===== src/rtl/core/sac_ram.sv =====
`timescale 1ns / 1ps

module sac_ram #(
  parameter int unsigned WIDTH = 8,
  parameter int unsigned DEPTH = 16
) (
  input  logic                                    clk_i,
  input  logic                                    we_i,
  input  logic [((DEPTH > 1) ? $clog2(DEPTH) : 1)-1:0] waddr_i,
  input  logic [WIDTH-1:0]                        wdata_i,
  input  logic                                    re_i,
  input  logic [((DEPTH > 1) ? $clog2(DEPTH) : 1)-1:0] raddr_i,
  output logic [WIDTH-1:0]                        rdata_o
);

  logic [WIDTH-1:0] mem_q [DEPTH];
  logic [WIDTH-1:0] rdata_q;

  always_ff @(posedge clk_i) begin
    if (we_i) begin
      mem_q[waddr_i] <= wdata_i;
    end
  end

  // read returns the old contents on a same-cycle write
  always_ff @(posedge clk_i) begin
    if (re_i) begin
      rdata_q <= mem_q[raddr_i];
    end
  end

  assign rdata_o = rdata_q;

endmodule


===== config.mk =====
export PLATFORM = sky130hd
export DESIGN_NAME = sac_ram
export DESIGN_NICKNAME = d
export VERILOG_FILES = /design/src/rtl/core/sac_ram.sv
export SDC_FILE = /design/constraint.sdc
export NUM_CORES = 1
export LEC_CHECK = 0
export BUFFER_PORTS_ARGS = -buffer_cell sky130_fd_sc_hd__buf_2
export CORE_ASPECT_RATIO = 1.1
export CORE_MARGIN = 2
export CORE_UTILIZATION = 45
export CTS_CLUSTER_DIAMETER = 120
export DETAILED_ROUTE_END_ITERATION = 12
export GPL_ROUTABILITY_DRIVEN = 0
export GPL_TIMING_DRIVEN = 0
export REMOVE_ABC_BUFFERS = 1
export SYNTH_ARGS = -nofsm -noshare
export SYNTH_HDL_FRONTEND = slang
export SYNTH_SLANG_ARGS = --single-unit

===== constraint.sdc =====
create_clock -name clk_i -period 2.1 [get_ports clk_i]
set_clock_uncertainty 0.05 [all_clocks]
set_input_delay 0.105 -clock clk_i [delete_from_list [all_inputs] [get_ports clk_i]]
set_output_delay 0.105 -clock clk_i [all_outputs]
set_load 0.03 [all_outputs]

# Word level (Yosys, flattened, before mapping)
# Memory sizes are Yosys's and may differ from the RTL's. A register that Yosys moved wholly into a read port is not among the register bits.
# Index checks and enable logic that the tools add are counted.
[classes]
addsub = 0
multipliers = 0
n_div = 0
n_lt_le_gt_ge = 0
n_eq_ne = 0
shift = 0
n_mux = 2
n_bitwise = 0
reduce_logical = 0
[op_table]
columns = ["op", "count"]
rows = [
  ["2-to-1 mux 1 bit", 2],
]
[word_totals]
ff_bits = 0
latchBits = 0
mem_bits_rw = 128
rom_bits = 0
input_bits = 19
output_inout_bits = 8
elab_cells = 3
mem_count = 1
[mem_list]
columns = ["name", "words", "width", "rd", "rd_ports_with_merged_regs", "wr", "line_no", "text"]
rows = [
  ["mem_q", 16, 8, 1, 1, 1, "16", "logic [WIDTH-1:0] mem_q [DEPTH];"],
]

# Logic depth before layout (Yosys ltp)
# Gate-level depths: netlist (run 1).
[depth]
depth_word = 2
depth_mapped = 5
mapped_depth_nobuf = 3

# Least setup slack after synthesis (run 1)
# OpenSTA, ideal clock, no wires.
[synth_path]
kind = "input port to flip-flop"
startpoint = "input port waddr_i[2] (netlist name)"
endpoint = "memory mem_q[0][0] (enable)"
setup_ns = 0.383
t_arrival_ns = 1.215
t_required_ns = 1.667
slack_ns = 0.452
path_stages = 2
n_path_buf = 0
path_cell_list = "or3b_2 > nor3_1"
[synth_rtl]
columns = ["item", "line_no", "text"]
rows = [
  ["start, declared", "9", "input logic [((DEPTH > 1) ? $clog2(DEPTH) : 1)-1:0] waddr_i,"],
  ["end, declared", "16", ""],
]
# No word-level cell before the write port.

==> results of run 1 <==
flip-flops by register name, summed over array words and instances (netlist names):
register  flops
mem_q       128
rdata_o       8
through the flow:
step           worst slack [ps]  cell area, um^2
2_1_floorplan               452             5140
3_3_place_gp               -280             5460
3_5_place_dp               -276             5470
4_1_cts                     165             6080
5_1_grt                    73.3             6080
6_report                    234             6080
path summary, 6_finish.rpt:
| path | startpoint | end |
|---|---|---|
| worst min register to register | mem_q[14][0] | rdata_o[0] |
| worst min-delay path | wdata_i[5] | mem_q[12][5] |
| worst max-delay path | raddr_i[0] | rdata_o[1] |
| worst max register to register | mem_q[8][4] | rdata_o[4] |
critical path: cells and delay by family:
kind,cells,cell delay (ps)
buffers and inverters,1,790
muxes,1,680
AOI/OAI and AO/OA,1,250
and+or+nand+nor,1,110
cells in the mapped netlist (2+ instances only):
| master | count |
|---|---|
| mux4_1 | 14 |
| nand2_1 | 9 |
| nor2_1 | 13 |
| a22oi_1 | 16 |
| buf_6 | 3 |
| nand2b_1 | 2 |
| nor3_1 | 4 |
| buf_2 | 3 |
| edfxtp_1 | 136 |
| clkdlybuf4s25_2 | 3 |
| mux4_2 | 18 |
| nand3b_1 | 2 |
cell families after synthesis:
group	count (synthesis)	synth area share [%]
simple gates	35	3.14
flops	136	78.1
mux	32	14.8
compound gates	16	2.30
buf+inv	10	1.65
per-layer routing:
| metal | global-route usage (%) | up-vias | share of wire, % |
|---|---|---|---|
| li1 | - | 1052 | - |
| met1 | 21.7 | 1196 | 45 |
| met2 | 26.3 | 65 | 49 |
| met3 | 5.98 | 11 | 4.4 |
| met4 | 7.10 | 0 | 1.4 |
| met5 | 0 | - | 0 |
timing repair:
| item | CTS | global route |
|---|---|---|
| hold buffers | 1 | 0 |
| setup endpoints to repair | 0 | 0 |
| hold endpoints to repair | 8 | 0 |
power by group:
group	leakage (nW)	switching [mW]	total (mW)	internal (mW)
registers	1.24	0.0126	3.07	3.06
clock network	0.288	1.02	2.98	1.96
logic	0.482	0.180	0.287	0.107
layout make-up:
type	instances	area, um^2
Fill cell	907	5310
Sequential cell	136	4080
Multi-Input combinational cell	83	1080
Clock buffer	20	437
Tap cell	150	188
Clock inverter	11	155
Timing Repair Buffer	27	140
==> flow_metrics.py, run 1 <==
metrics = {
    "outcome": {
        "outcome": "complete, no violations",
    },
    "die": {
        "initial_utilization_pct": 45.9,
        "fp.coreArea_um2": 11400,
        "die_h_um": 117,
        "row_count": 41,
        "fp.dieW_um": 107,
        "die_area_um2": 12500,
        "io_pins": 27,
    },
    "synth": {
        "ys_async_sr_fraction_pct": 0,
        "yosysTopAreaCellShare_pct": 78.1,
        "synth-edff-count": 136,
        "ys_ff_latch": 136,
        "synth_cells": 229,
        "syn_area_um2": 5230,
        "avgSynthCellArea_um2": 22.8,
        "synth_top_area_cell": "edfxtp_1",
        "synth_area_leaders": "edfxtp_1, mux4_2, mux4_1",
        "synth_ff_type": "edfxtp_1",
        "ys_types": 18,
        "synth_seq_area_share_pct": 78.1,
        "yosysWarningCount": 0,
    },
    "sta": {
        "rsz0062_at_grt": "no",
        "drv_slew": 0,
        "whs_ps": 28.5,
        "period_share_pct": 88.8,
        "setup_viol": 0,
        "finalHoldViolCount": 0,
        "max_slew.worst_pin.slew_ps": 1070,
        "slew_headroom_pct": 28.8,
        "fin_tns_setup_ps": 0,
        "fin_crit_ps": 1870,
        "max_freq_mhz": 536,
    },
    "finish": {
        "layout-drive-gt1-share_pct": 27.1,
        "area_growth_pct": 16.3,
        "antenna_cells": 0,
        "layout_commonest_cell": "edfxtp_1",
        "utilization_pct": 53.4,
        "final_cells": 427,
        "fin_nets": 284,
        "mostFrequentLayoutCells": "edfxtp_1, buf_2, mux4_2",
    },
    "clocking": {
        "cts_root_buf": "clkbuf_16",
        "cts_resized": 0,
        "clk_pin_slew_ps": 50,
        "cts_sinks": 136,
        "post_cts_buffers": 0,
        "cts_made_buffers": 17,
        "h-tree-depth": 4,
        "cts_buffer_depth": 2,
        "cts_tree": "yes",
        "clk-insertion-delay-late_ps": 410,
    },
    "grt": {
        "grtUsageTotal_pct": 16.8,
        "grt_antenna_before_repair": 0,
        "grt_pass1_wl_um": 14200,
        "grt_pass1_vias": 2478,
        "grt.overflow.total": 0,
        "grt_start_max_net_pins": 33,
    },
    "drt": {
        "ant_nets": 0,
        "drcViolationCount": 0,
        "drtPass1Iterations": 4,
        "viasPerCell": 5.44,
        "post_drt_wl_per_cell_um": 22.2,
        "drt_iter0_drc": 195,
        "vias": 2324,
        "routed_wl_um": 9470,
    },
    "place": {
        "dp_cells": 395,
        "post-dp-hpwl_um": 5550,
        "io_buffer_count": 26,
    },
    "critical_path": {
        "required_ps": 2190,
        "crit_slowest_cell": "buf_2",
        "cp.arrival_ps": 1960,
        "crit_path_cell_trace": "buf_2 -> mux4_1 -> a22oi_1 -> nand2_1",
        "critical-path-max-stage-delay_ps": 790,
        "rr_worst_depth": 3,
        "startpoint_type": "input port",
        "path_class": "input port to flip-flop",
        "rrSetupSlack_ps": 540,
        "crit_fanout": 32,
        "endpoint_kind": "flip-flop",
    },
    "worst_hold_path": {
        "min_path_type": "input port to flip-flop",
        "hold_path_depth": 1,
    },
    "power": {
        "ir_worst_vdd_mv": 0.481,
        "power.leakage_nw": 2.01,
        "power_density_nw_per_um2": 1040,
        "p_total_mw": 6.34,
    },
    "flow_run": {
        "drv_cap": 0,
    },
}
Power figures use the tool's default switching activity.
==> inputs of run 2 (changes only) <==
--- a/config.mk
+++ b/config.mk
@@ -9,6 +9,7 @@
 export CORE_ASPECT_RATIO = 1.1
 export CORE_MARGIN = 2
 export CORE_UTILIZATION = 45
+export CTS_BUF_LIST = sky130_fd_sc_hd__clkbuf_8 sky130_fd_sc_hd__clkbuf_16
 export CTS_CLUSTER_DIAMETER = 120
 export DETAILED_ROUTE_END_ITERATION = 12
 export GPL_ROUTABILITY_DRIVEN = 0
==> flow_metrics.py, run 2 (synthesized netlist as in run 1, its figures left out) <==
metrics = {
    "critical_path": {
        "critical-path-max-stage-delay_ps": 790,
        "rr_worst_depth": 3,
        "worstReg2RegStart": "mem_q[8][4]",
        "rrSetupSlack_ps": 540,
        "path_class": "input port to flip-flop",
        "startpoint_type": "input port",
        "worstReg2RegEnd": "rdata_o[4]",
        "required_ps": 2190,
        "crit_path_cell_trace": "buf_2 -> mux4_1 -> a22oi_1 -> nand2_1",
        "endpoint_kind": "flip-flop",
        "crit_slowest_cell": "buf_2",
        "crit_fanout": 32,
        "cp.arrival_ps": 1960,
    },
    "sta": {
        "fin_crit_ps": 1860,
        "fin_tns_setup_ps": 0,
        "drv_slew": 0,
        "max_freq_mhz": 536,
        "worst_slack_ps": 235,
        "max_slew.worst_pin.slew_ps": 1070,
        "rsz0062_at_grt": "no",
        "finalHoldViolCount": 0,
        "period_share_pct": 88.8,
        "slew_headroom_pct": 28.9,
        "setup_viol": 0,
    },
    "grt": {
        "grt_antenna_before_repair": 0,
        "grt_pass1_wl_um": 14200,
        "grtUsageTotal_pct": 16.8,
        "grt_start_max_net_pins": 33,
        "grt.overflow.total": 0,
        "grt_pass1_vias": 2478,
    },
    "place": {
        "post-dp-hpwl_um": 5550,
        "dpl_cell_area_um2": 5470,
        "io_buffer_count": 26,
        "dpl_worst_slack_ps": -276,
    },
    "outcome": {
        "outcome": "complete, no violations",
    },
    "finish": {
        "seq_area_um2": 4080,
        "nFillCells": 907,
        "layout-drive-gt1-share_pct": 27.1,
        "multi_input_area_um2": 1080,
        "largest_register": "mem_q",
        "fin_nets": 284,
        "mostFrequentLayoutCells": "edfxtp_1, buf_2, mux4_2",
        "layout_commonest_cell": "edfxtp_1",
        "area_growth_pct": 16.3,
        "largest_reg_flops": 128,
        "postLayoutCellArea_um2": 6080,
        "antenna_cells": 0,
    },
    "flow_run": {
        "drv_cap": 0,
    },
    "power": {
        "power.internal_mw": 5.11,
        "power_frac_comb_pct": 4.5,
        "p_sw_mw": 1.22,
        "power_density_nw_per_um2": 1040,
        "power.leakage_nw": 2.02,
        "p_seq_share_pct": 48.6,
        "clkPwrFrac_pct": 46.9,
        "p_total_mw": 6.33,
        "p_sw_share_pct": 19.2,
        "ir_worst_vdd_mv": 0.481,
    },
    "clocking": {
        "cts_buffer_depth": 2,
        "clk-insertion-delay-late_ps": 410,
        "post_cts_buffers": 0,
        "cts_tree": "yes",
        "cts_sinks": 136,
        "cts_resized": 0,
        "clk_pin_slew_ps": 50,
        "cts_made_buffers": 17,
        "h-tree-depth": 4,
        "cts_root_buf": "clkbuf_16",
        "cts_hold_buf": 1,
    },
    "die": {
        "fp.coreArea_um2": 11400,
        "die_h_um": 117,
        "fp.dieW_um": 107,
        "io_pins": 27,
        "initial_utilization_pct": 45.9,
        "row_count": 41,
        "die_area_um2": 12500,
    },
    "drt": {
        "vias": 2325,
        "drcViolationCount": 0,
        "drt_iter0_drc": 195,
        "post_drt_wl_per_cell_um": 22.1,
        "routed_wl_um": 9460,
        "drtPass1Iterations": 4,
        "viasPerCell": 5.44,
        "ant_nets": 0,
    },
    "worst_hold_path": {
        "min_path_type": "input port to flip-flop",
        "hold_path_depth": 1,
        "hold_path_end": "mem_q[12][5]",
        "hp-start": "wdata_i[5]",
    },
}
run 2: cell types whose count changed in the layout (fill, tap and decap cells not counted):
cell	before	now
inv_1	0	3
clkbuf_1	3	0
run 2: power by group through the flow:
| stage | combinational (mW) | clock (mW) | sequential (mW) |
|---|---|---|---|
| 2_1_floorplan | 0.122 | 0 | 3.15 |
| 3_3_place_gp | 0.282 | 0 | 3.13 |
| 3_5_place_dp | 0.290 | 0 | 3.13 |
| 4_1_cts | 0.292 | 3.02 | 3.07 |
| 5_1_grt | 0.310 | 3.14 | 3.08 |
| 6_report | 0.287 | 2.97 | 3.07 |
run 2: layout make-up:
class | instances | area share (%)
Sequential cell | 136 | 67.2
Clock inverter | 14 | 2.74
Clock buffer | 17 | 7.00
Timing Repair Buffer | 27 | 2.30
Multi-Input combinational cell | 83 | 17.7
Tap cell | 150 | 3.09
run 2: layer usage:
layer,track usage (%),share of wire [%]
met5,0,0
met4,7.10,1.4
met3,5.98,4.3
met2,26.3,49
met1,21.7,46
run 2: critical path: cells and delay by family:
kind,cells,cell delay [ps]
and+or+nand+nor,1,110
muxes,1,680
buffers and inverters,1,790
AOI/OAI and AO/OA,1,250
run 2: how the worst max path moves through the flow:
stage | to | start | slack [ps]
2_1_floorplan | mem_q[0][0] | waddr_i[2] | 450
3_3_place_gp | rdata_o[1] | raddr_i[0] | -280
5_1_grt | rdata_o[1] | raddr_i[0] | 70
4_1_cts | rdata_o[1] | raddr_i[0] | 170
3_5_place_dp | rdata_o[1] | raddr_i[0] | -280
6_report | rdata_o[1] | raddr_i[0] | 240
run 2: metrics by stage:
stage / cells / utilization, % / hold WS (ps)
2_1_floorplan: 219 / - / 154
3_3_place_gp: 395 / 47.9 / 402
3_5_place_dp: 395 / 48.1 / 407
4_1_cts: 427 / 53.4 / 13.0
5_1_grt: 427 / 53.4 / 20.2
6_report: 427 / 53.4 / 27.5
